### src/design/fct_pkg.sv
`default_nettype none
package fct_pkg;

  // verdict codes
  localparam logic [1:0] VERDICT_OUT       = 2'd0;
  localparam logic [1:0] VERDICT_INTERSECT = 2'd1;
  localparam logic [1:0] VERDICT_IN        = 2'd2;

  // register indexes
  localparam logic [2:0] REG_PLANE_LEFT   = 3'd0;
  localparam logic [2:0] REG_PLANE_RIGHT  = 3'd1;
  localparam logic [2:0] REG_PLANE_TOP    = 3'd2;
  localparam logic [2:0] REG_PLANE_BOTTOM = 3'd3;
  localparam logic [2:0] REG_VIEW_DIR     = 3'd4;
  localparam logic [2:0] REG_VIEW_ORIGIN  = 3'd5;
  localparam logic [2:0] REG_MAX_DEPTH    = 3'd6;
  localparam logic [2:0] REG_HOME_SECTOR  = 3'd7;

  localparam int NUM_PLANES = 4;
  localparam int NORM_FRAC  = 10;
  localparam int DIR_FRAC   = 14;

  // plane sums: 12b normal times 36b vertex coord, three terms, plus offset
  localparam int PW = 52;

  typedef struct packed {
    logic signed [11:0] a;
    logic signed [11:0] b;
    logic signed [11:0] c;
    logic signed [27:0] d;
  } plane_t;

  // item travelling down the plane cells
  typedef struct packed {
    logic              box;
    logic              done;
    logic [1:0]        verdict;
    logic signed [33:0] cx;
    logic signed [33:0] cy;
    logic signed [33:0] cz;
    logic signed [22:0] ex;
    logic signed [22:0] ey;
    logic signed [22:0] ez;
    logic [19:0]       rad;
  } cell_item_t;

  function automatic plane_t unpack_plane(input logic [63:0] r);
    plane_t p;
    p.a = r[11:0];
    p.b = r[23:12];
    p.c = r[35:24];
    p.d = r[63:36];
    return p;
  endfunction

endpackage
`default_nettype wire

### src/design/fct_cell.sv
`default_nettype none
module fct_cell (
  input  wire logic                  clk,
  input  wire logic                  rst,
  input  wire logic                  en,
  input  wire logic                  in_valid,
  input  wire fct_pkg::cell_item_t   in_item,
  input  wire fct_pkg::plane_t       plane,
  output logic                       out_valid,
  output fct_pkg::cell_item_t        out_item
);

  logic signed [fct_pkg::PW-1:0] tx, ty, tz, dot, dterm, rp;
  fct_pkg::cell_item_t nxt;

  // positive vertex term per axis (box), plain centre (sphere)
  function automatic logic signed [fct_pkg::PW-1:0] vtx(
    input logic signed [11:0] n, input logic signed [33:0] c,
    input logic signed [22:0] e, input logic box);
    logic signed [35:0] v;
    v = 36'(c);
    if (box && n > 0) v = v + 36'(e);
    if (box && n < 0) v = v - 36'(e);
    return fct_pkg::PW'(n * v);
  endfunction

  assign tx = vtx(plane.a, in_item.cx, in_item.ex, in_item.box);
  assign ty = vtx(plane.b, in_item.cy, in_item.ey, in_item.box);
  assign tz = vtx(plane.c, in_item.cz, in_item.ez, in_item.box);
  assign dot = tx + ty + tz;
  assign dterm = fct_pkg::PW'(plane.d) <<< fct_pkg::NORM_FRAC;
  assign rp = fct_pkg::PW'({1'b0, in_item.rad}) <<< fct_pkg::NORM_FRAC;

  // plane decision
  always_comb begin
    nxt = in_item;
    if (!in_item.done) begin
      if (in_item.box) begin
        if (dot < -(dterm <<< 1)) begin
          nxt.verdict = fct_pkg::VERDICT_OUT;
          nxt.done = 1'b1;
        end
      end else begin
        if (dot + dterm < -rp) begin
          nxt.verdict = fct_pkg::VERDICT_OUT;
          nxt.done = 1'b1;
        end else if (dot + dterm < rp && dot + dterm > -rp) begin
          nxt.verdict = fct_pkg::VERDICT_INTERSECT;
          nxt.done = 1'b1;
        end
      end
    end
  end

  // stage register
  always_ff @(posedge clk) begin
    if (rst) out_valid <= 1'b0;
    else if (en) out_valid <= in_valid;
    if (en) out_item <= nxt;
  end

endmodule
`default_nettype wire
### config.mk
export PLATFORM = sky130hd
export DESIGN_NAME = fct_cell
export DESIGN_NICKNAME = d
export VERILOG_FILES = /design/src/design/fct_pkg.sv /design/src/design/fct_cell.sv
export SDC_FILE = /design/constraint.sdc
export NUM_CORES = 2
export LEC_CHECK = 0
export BUFFER_PORTS_ARGS = -buffer_cell sky130_fd_sc_hd__buf_4
export CAP_MARGIN = 30
export CORE_MARGIN = 1.5
export CORE_UTILIZATION = 35
export CTS_CLUSTER_SIZE = 28
export DETAILED_ROUTE_END_ITERATION = 8
export PLACE_DENSITY = 0.53
export SYNTH_ARGS = -nofsm -noshare
export SYNTH_HDL_FRONTEND = slang
export SYNTH_SLANG_ARGS = --single-unit
### constraint.sdc
create_clock -name clk -period 18.42 [get_ports clk]
set_input_delay 3.684 -clock clk [delete_from_list [all_inputs] [get_ports clk]]
set_output_delay 3.684 -clock clk [all_outputs]
set_load 0.1 [all_outputs]
# [Word-level counts from Yosys, hierarchy flattened]
# Cells that the tools add are included.
[word_totals] register_bits=196 latch_bits=0 ramBits=0 rom_bits=0 inputBits=263 out_inout_bits=196 word_cells=53 n_memories=0
[classes] addsub=11 multipliers=3 n_div=0 magnitude_cmp=10 eq_ne=0 shifts=0 muxes=11 n_bitwise=0 n_reduce_logical=7
[op_table] op="36-bit 2-to-1 mux" count=6
[op_table] op="12-bit by 36-bit multiplier with 48-bit output" count=3
[op_table] op="36-bit by 23-bit subtractor with 36-bit output" count=3
[op_table] op="34-bit by 23-bit adder with 35-bit output" count=3
[op_table] op="51-bit by 52-bit greater-than comparator with 1-bit output" count=1
[op_table] op="50-bit by 52-bit < comparator with 1-bit output" count=1
[op_table] op="51-bit by 52-bit < comparator with 1-bit output" count=1
[op_table] op="30-bit negation with 52-bit output" count=1
[op_table] op="39-bit negation with 52-bit output" count=1
[op_table] op="50-bit by 38-bit adder with 51-bit output" count=1
[op_table] op="51-bit by 31-bit < comparator with 1-bit output" count=1
[op_table] op="49-bit by 48-bit adder with 50-bit output" count=1
[op_table] op="48-bit by 48-bit adder with 49-bit output" count=1
[op_table] op="12-bit by 1-bit greater-than comparator with 1-bit output (second input constant)" count=3
[op_table] op="12-bit by 1-bit < comparator with 1-bit output (second input constant)" count=3
[op_table] op="3-bit 2-to-1 mux" count=4
[op_table] op="1-bit logical AND" count=7
[op_table] op="2-bit 2-to-1 mux" count=1

# [Depth between registers and ports, before layout]
[depth] depth_word=15 depth_mapped=76 mapped_depth_nobuf=74

# [Worst setup path before layout]
# No wires, ideal clock.
[synth_path] path_type="input-to-reg" start="in in_item[72] (netlist name)" end="reg out_item[191] (netlist name) (data pin)" setup_ns=0.262 t_arrival_ns=18.461 required_ns=18.158 slack_ns=-0.303 cell_stages=69 n_path_buf=2 cell_sequence="ha_1 a2111o_1 nor3b_1 o31ai_1 o21a_1 a211o_1 a21oi_1 o21ai_0 xnor2_1 o21ai_0 ha_1 a21o_1 a21o_1 a21o_1 a221o_1 or3_1 o221ai_1 a21boi_1 [... 33 more ...] nor2_1 nand3_1 o311ai_0 a21oi_2 o21ai_1 a21o_1 a21o_1 xor2_1 ha_1 nand2_1 nor3_1 nand4_1 nor4_1 o2111ai_1 o311ai_0 nor4_1 a21oi_1 o21bai_1"
[synth_lines] item="start: declaration" line_no="fct_cell.sv:7" text="input wire fct_pkg::cell_item_t in_item,"
[synth_lines] item="end signal: assignment" line_no="fct_cell.sv:59" text="if (en) out_item <= nxt;"
[synth_lines] item="end: declaration" line_no="fct_cell.sv:10" text="output fct_pkg::cell_item_t out_item"

# [Worst setup path in the final report]
[layout_path] start="in in_item[72] (netlist name)" end="reg out_item[193] (netlist name) (data pin)"
[layout_via] elab_chain_len=13 elab_cells_between_ends=17
[layout_lines] item="34-bit by 23-bit adder with 35-bit output" line_no="fct_cell.sv:22" text="if (box && n > 0) v = v + 36'(e);"
[layout_lines] item="36-bit 2-to-1 mux" line_no="fct_cell.sv:22"
[layout_lines] item="36-bit by 23-bit subtractor with 36-bit output" line_no="fct_cell.sv:23" text="if (box && n < 0) v = v - 36'(e);"
[layout_lines] item="36-bit 2-to-1 mux *" line_no="fct_cell.sv:23"
[layout_lines] item="12-bit by 36-bit multiplier with 48-bit output *" line_no="fct_cell.sv:24" text="return fct_pkg::PW'(n * v);"
[layout_lines] item="48-bit by 48-bit adder with 49-bit output *" line_no="fct_cell.sv:30" text="assign dot = tx + ty + tz;"
[layout_lines] item="49-bit by 48-bit adder with 50-bit output *" line_no="fct_cell.sv:30"
[layout_lines] item="50-bit by 38-bit adder with 51-bit output" line_no="fct_cell.sv:44, fct_cell.sv:47"
[layout_lines] item="51-bit by 52-bit greater-than comparator with 1-bit output or 51-bit by 31-bit < comparator with 1-bit output (tied branches)" line_no="fct_cell.sv:47" text="end else if (dot + dterm < rp && dot + dterm > -rp) begin"
[layout_lines] item="1-bit logical AND" line_no="fct_cell.sv:47"
[layout_lines] item="3-bit 2-to-1 mux" line_no="fct_cell.sv:47"
[layout_lines] item="3-bit 2-to-1 mux" line_no="fct_cell.sv:44" text="if (dot + dterm < -rp) begin"
[layout_lines] item="3-bit 2-to-1 mux *" line_no="fct_cell.sv:38" text="if (in_item.box) begin"
# Every way passes the cells marked *; elsewhere a longest branch is shown, timed or not.
# A chain may end at the register's enable or synchronous reset.

==> metrics.txt <==
Vias=55,900; Final Non-Filler Cells=11,600; total CTS buffers=17; worst slew pin tran=0.993 ns; Design Area, Final=0.0844 mm2; Min-Delay Startpoint=out_valid$_SDFFE_PP0P_; crit end category=flip-flop; core area=0.190 mm2; CTS max path bufs=2; worst hold slack=0.520 ns; overflow left after global routing=0; reg-to-reg critical path startpoint=out_valid$_SDFFE_PP0P_; I/O Buffers=458; Syn. warnings=0; WL met1=98,400 um; status=complete, but fails checks; CP required=18.74 ns; reg-to-reg slack, setup=17.83 ns; CTS root buffer=clkbuf_16; top_reg_cell synth=edfxtp_1; post-synth top area share=40.1%; Synth area leader=fa_1; Skew-Pair Late Insertion Delay=0.54 ns; RSZ-0062 raised after global routing=yes; final WL=215,000 um; Die Wd=439 um; first-pass detailed-route iteration total=7; metal3 WL=9800 um; Async SR Flop Fraction=0%; fin crit period=18.57 ns; met2 WL=101,000 um; Syn Area/Cell=8.79 um2; CTS H-tree depth=4; Die Y=439 um; I/O pins=459; Area contributors post-synth=fa_1 (40%), ha_1 (9.9%), inv_1 (8.8%); CTS tree=yes; Worst setup SP type=primary input; largest net degree at the start of global routing=66; final worst-path cycle share=101%; global-route wire length before repair=343,000 um; Initial Util=35.1%; Synth cell types=86; initial antenna violation count=6; Final Setup Violations=3; CTS Sinks=196; setup ws final=-0.145 ns; Initial DRC Count=2,532; max-cap viol count=0; vias in the first global route=60,900; CP max FO=4; die area=0.193 mm2; EDFF count, synth=195; Via density=4.81; clock-pin slew on the worst setup and hold paths=0.09 ns; Net count, final=11,200; antenna viol nets, final=0; number of synthesized register bits=196; final hold vios=0; Worst EP arrival=18.88 ns; ratio of cells with drive above 1 in the final layout=22.9%; Placer Congestion=0.919; Area Growth Syn to Fin=26.6%; total track usage=22.9%; Post-DP Area=0.0822 mm2; clk_skew=0 ns; DRC=0; Inst Count DP=11,500; Row Count=160; max incr delay on CP=0.58 ns; Final HPWL DP=193,000 um; Slew HR=33.3%; DR WL/cell=18.5 um; hold crit path type=flip-flop to flip-flop; max-slew violations=0; Post-Syn Nets=9,714; fmax=0.0539 GHz; failing checks=setup timing; Max Used Layer=met5; Mapped Area=0.0667 mm2; Critical Path Start=in_item[72]; CP max stage cell=fa_1; post-synthesis sequential area ratio=8.81%; Crit path top cell by count=buf_4; Setup CP Type=primary input to flip-flop; CTS Hold Bufs=0; cells after synthesis=7,588
[cells by family (layout without fill, tap and decap cells)]
family	count (synthesis)	count (layout)	synth area share (%)
other cells	0	1	0
simple gates	2259	2259	16.1
compound gates	1046	1046	9.91
mux	36	36	0.570
fa+ha+maj	1863	1863	50.0
flops	196	196	8.81
xor+xnor	297	297	3.90
buf+inv	1891	3428	10.7
[per-layer routing]
metal,global-route usage [%],vias to the layer above
met4,5.95,8
met2,38.3,1293
met5,0,-
li1,-,26500
met1,31.1,27900
met3,2.78,213
[placed cells by master (no fill, tap or decap), drive strengths merged, types with 9 or more instances in the layout]
cell / synthesis / final
nand2b: 107 / 107
o2111ai: 10 / 10
a211oi: 28 / 28
o21a: 51 / 51
o21bai: 38 / 38
xnor2: 196 / 196
or3: 21 / 21
nand4: 40 / 40
or4: 9 / 9
nand2: 1068 / 1068
nand3b: 10 / 10
fa: 1337 / 1337
and2: 472 / 472
a31oi: 39 / 39
and3: 41 / 41
clkbuf: 300 / 17
nand3: 56 / 56
inv: 1568 / 1575
o31ai: 25 / 25
a21o: 177 / 177
o21ai: 258 / 258
o41ai: 13 / 13
nor2b: 57 / 57
buf: 19 / 1825
mux2i: 20 / 20
nor3: 54 / 54
ha: 526 / 526
o31a: 10 / 10
xor2: 101 / 101
or2: 18 / 18
a21boi: 9 / 9
edfxtp: 195 / 195
o211ai: 20 / 20
a21oi: 297 / 297
nor2: 270 / 270
nor4: 19 / 19
mux2: 16 / 16
[area by class of cell]
cell class | count | area, um2
inverter | 1572 | 5910
antenna | 1 | 2.50
clock buffer | 17 | 425
timing repair buffer | 1825 | 14200
fill | 18700 | 105000
tap | 2511 | 3140
multi-input combinational | 5501 | 54800
sequential | 196 | 5880
clock inverter | 14 | 144
[synthesized netlist by cell type (19+ instances only)]
cell type and instances:
nand2_1 1067, o21bai_1 38, and3_1 41, inv_1 1568, nand3_1 56, nor3_1 54
o211ai_1 20, fa_1 1337, o31ai_1 25, nand4_1 40, o21ai_0 248, a21o_1 177
o21a_1 51, a31oi_1 39, mux2i_1 20, xnor2_1 196, a21oi_1 296, nor2_1 270
ha_1 526, or3_1 20, clkbuf_1 299, edfxtp_1 195, and2_1 471, nand2b_1 105
nor2b_1 56, xor2_1 101, nor4_1 19, a211oi_1 28
[registers in the layout (all words and copies together), names as in the netlist]
register and cells:
out_item 195, out_valid 1
[what timing repair did]
item | 4_1_cts | 5_1_grt
pin swaps | 189 | 70
buffers inserted | 65 | 10
endpoints found under the setup margin | 3 | 3
gates resized for setup | 182 | 70
[per-stage QoR]
step,TNS [ns],setup WS [ns],utilization (%)
final,-0.379,-0.145,44.5
after global routing,-2.33,-0.799,44.5
after CTS,-0.145,-0.0517,44.3
after detailed placement,-5.45,-1.83,43.3
after global placement,-4.97,-1.67,43.3
after floorplan,0,0.0398,-
[critical path, delay by kind of cell]
kind	cells	cell delay, ns
fa+ha+maj	13	5.60
compound gates	28	5.18
buf+inv	20	2.21
simple gates	8	1.40
xor+xnor	4	0.79
[worst paths after layout]
check	endpoint	cells after the start
hold / removal	out_valid$_SDFFE_PP0P_	2
hold reg to reg	out_valid$_SDFFE_PP0P_	2
setup reg to reg	out_valid$_SDFFE_PP0P_	2
setup / recovery	out_item[193]$_SDFFCE_PP1P_	73
Power is not shown: default switching activity piles up to over one toggle a cycle in this logic, so the estimate is an artifact.
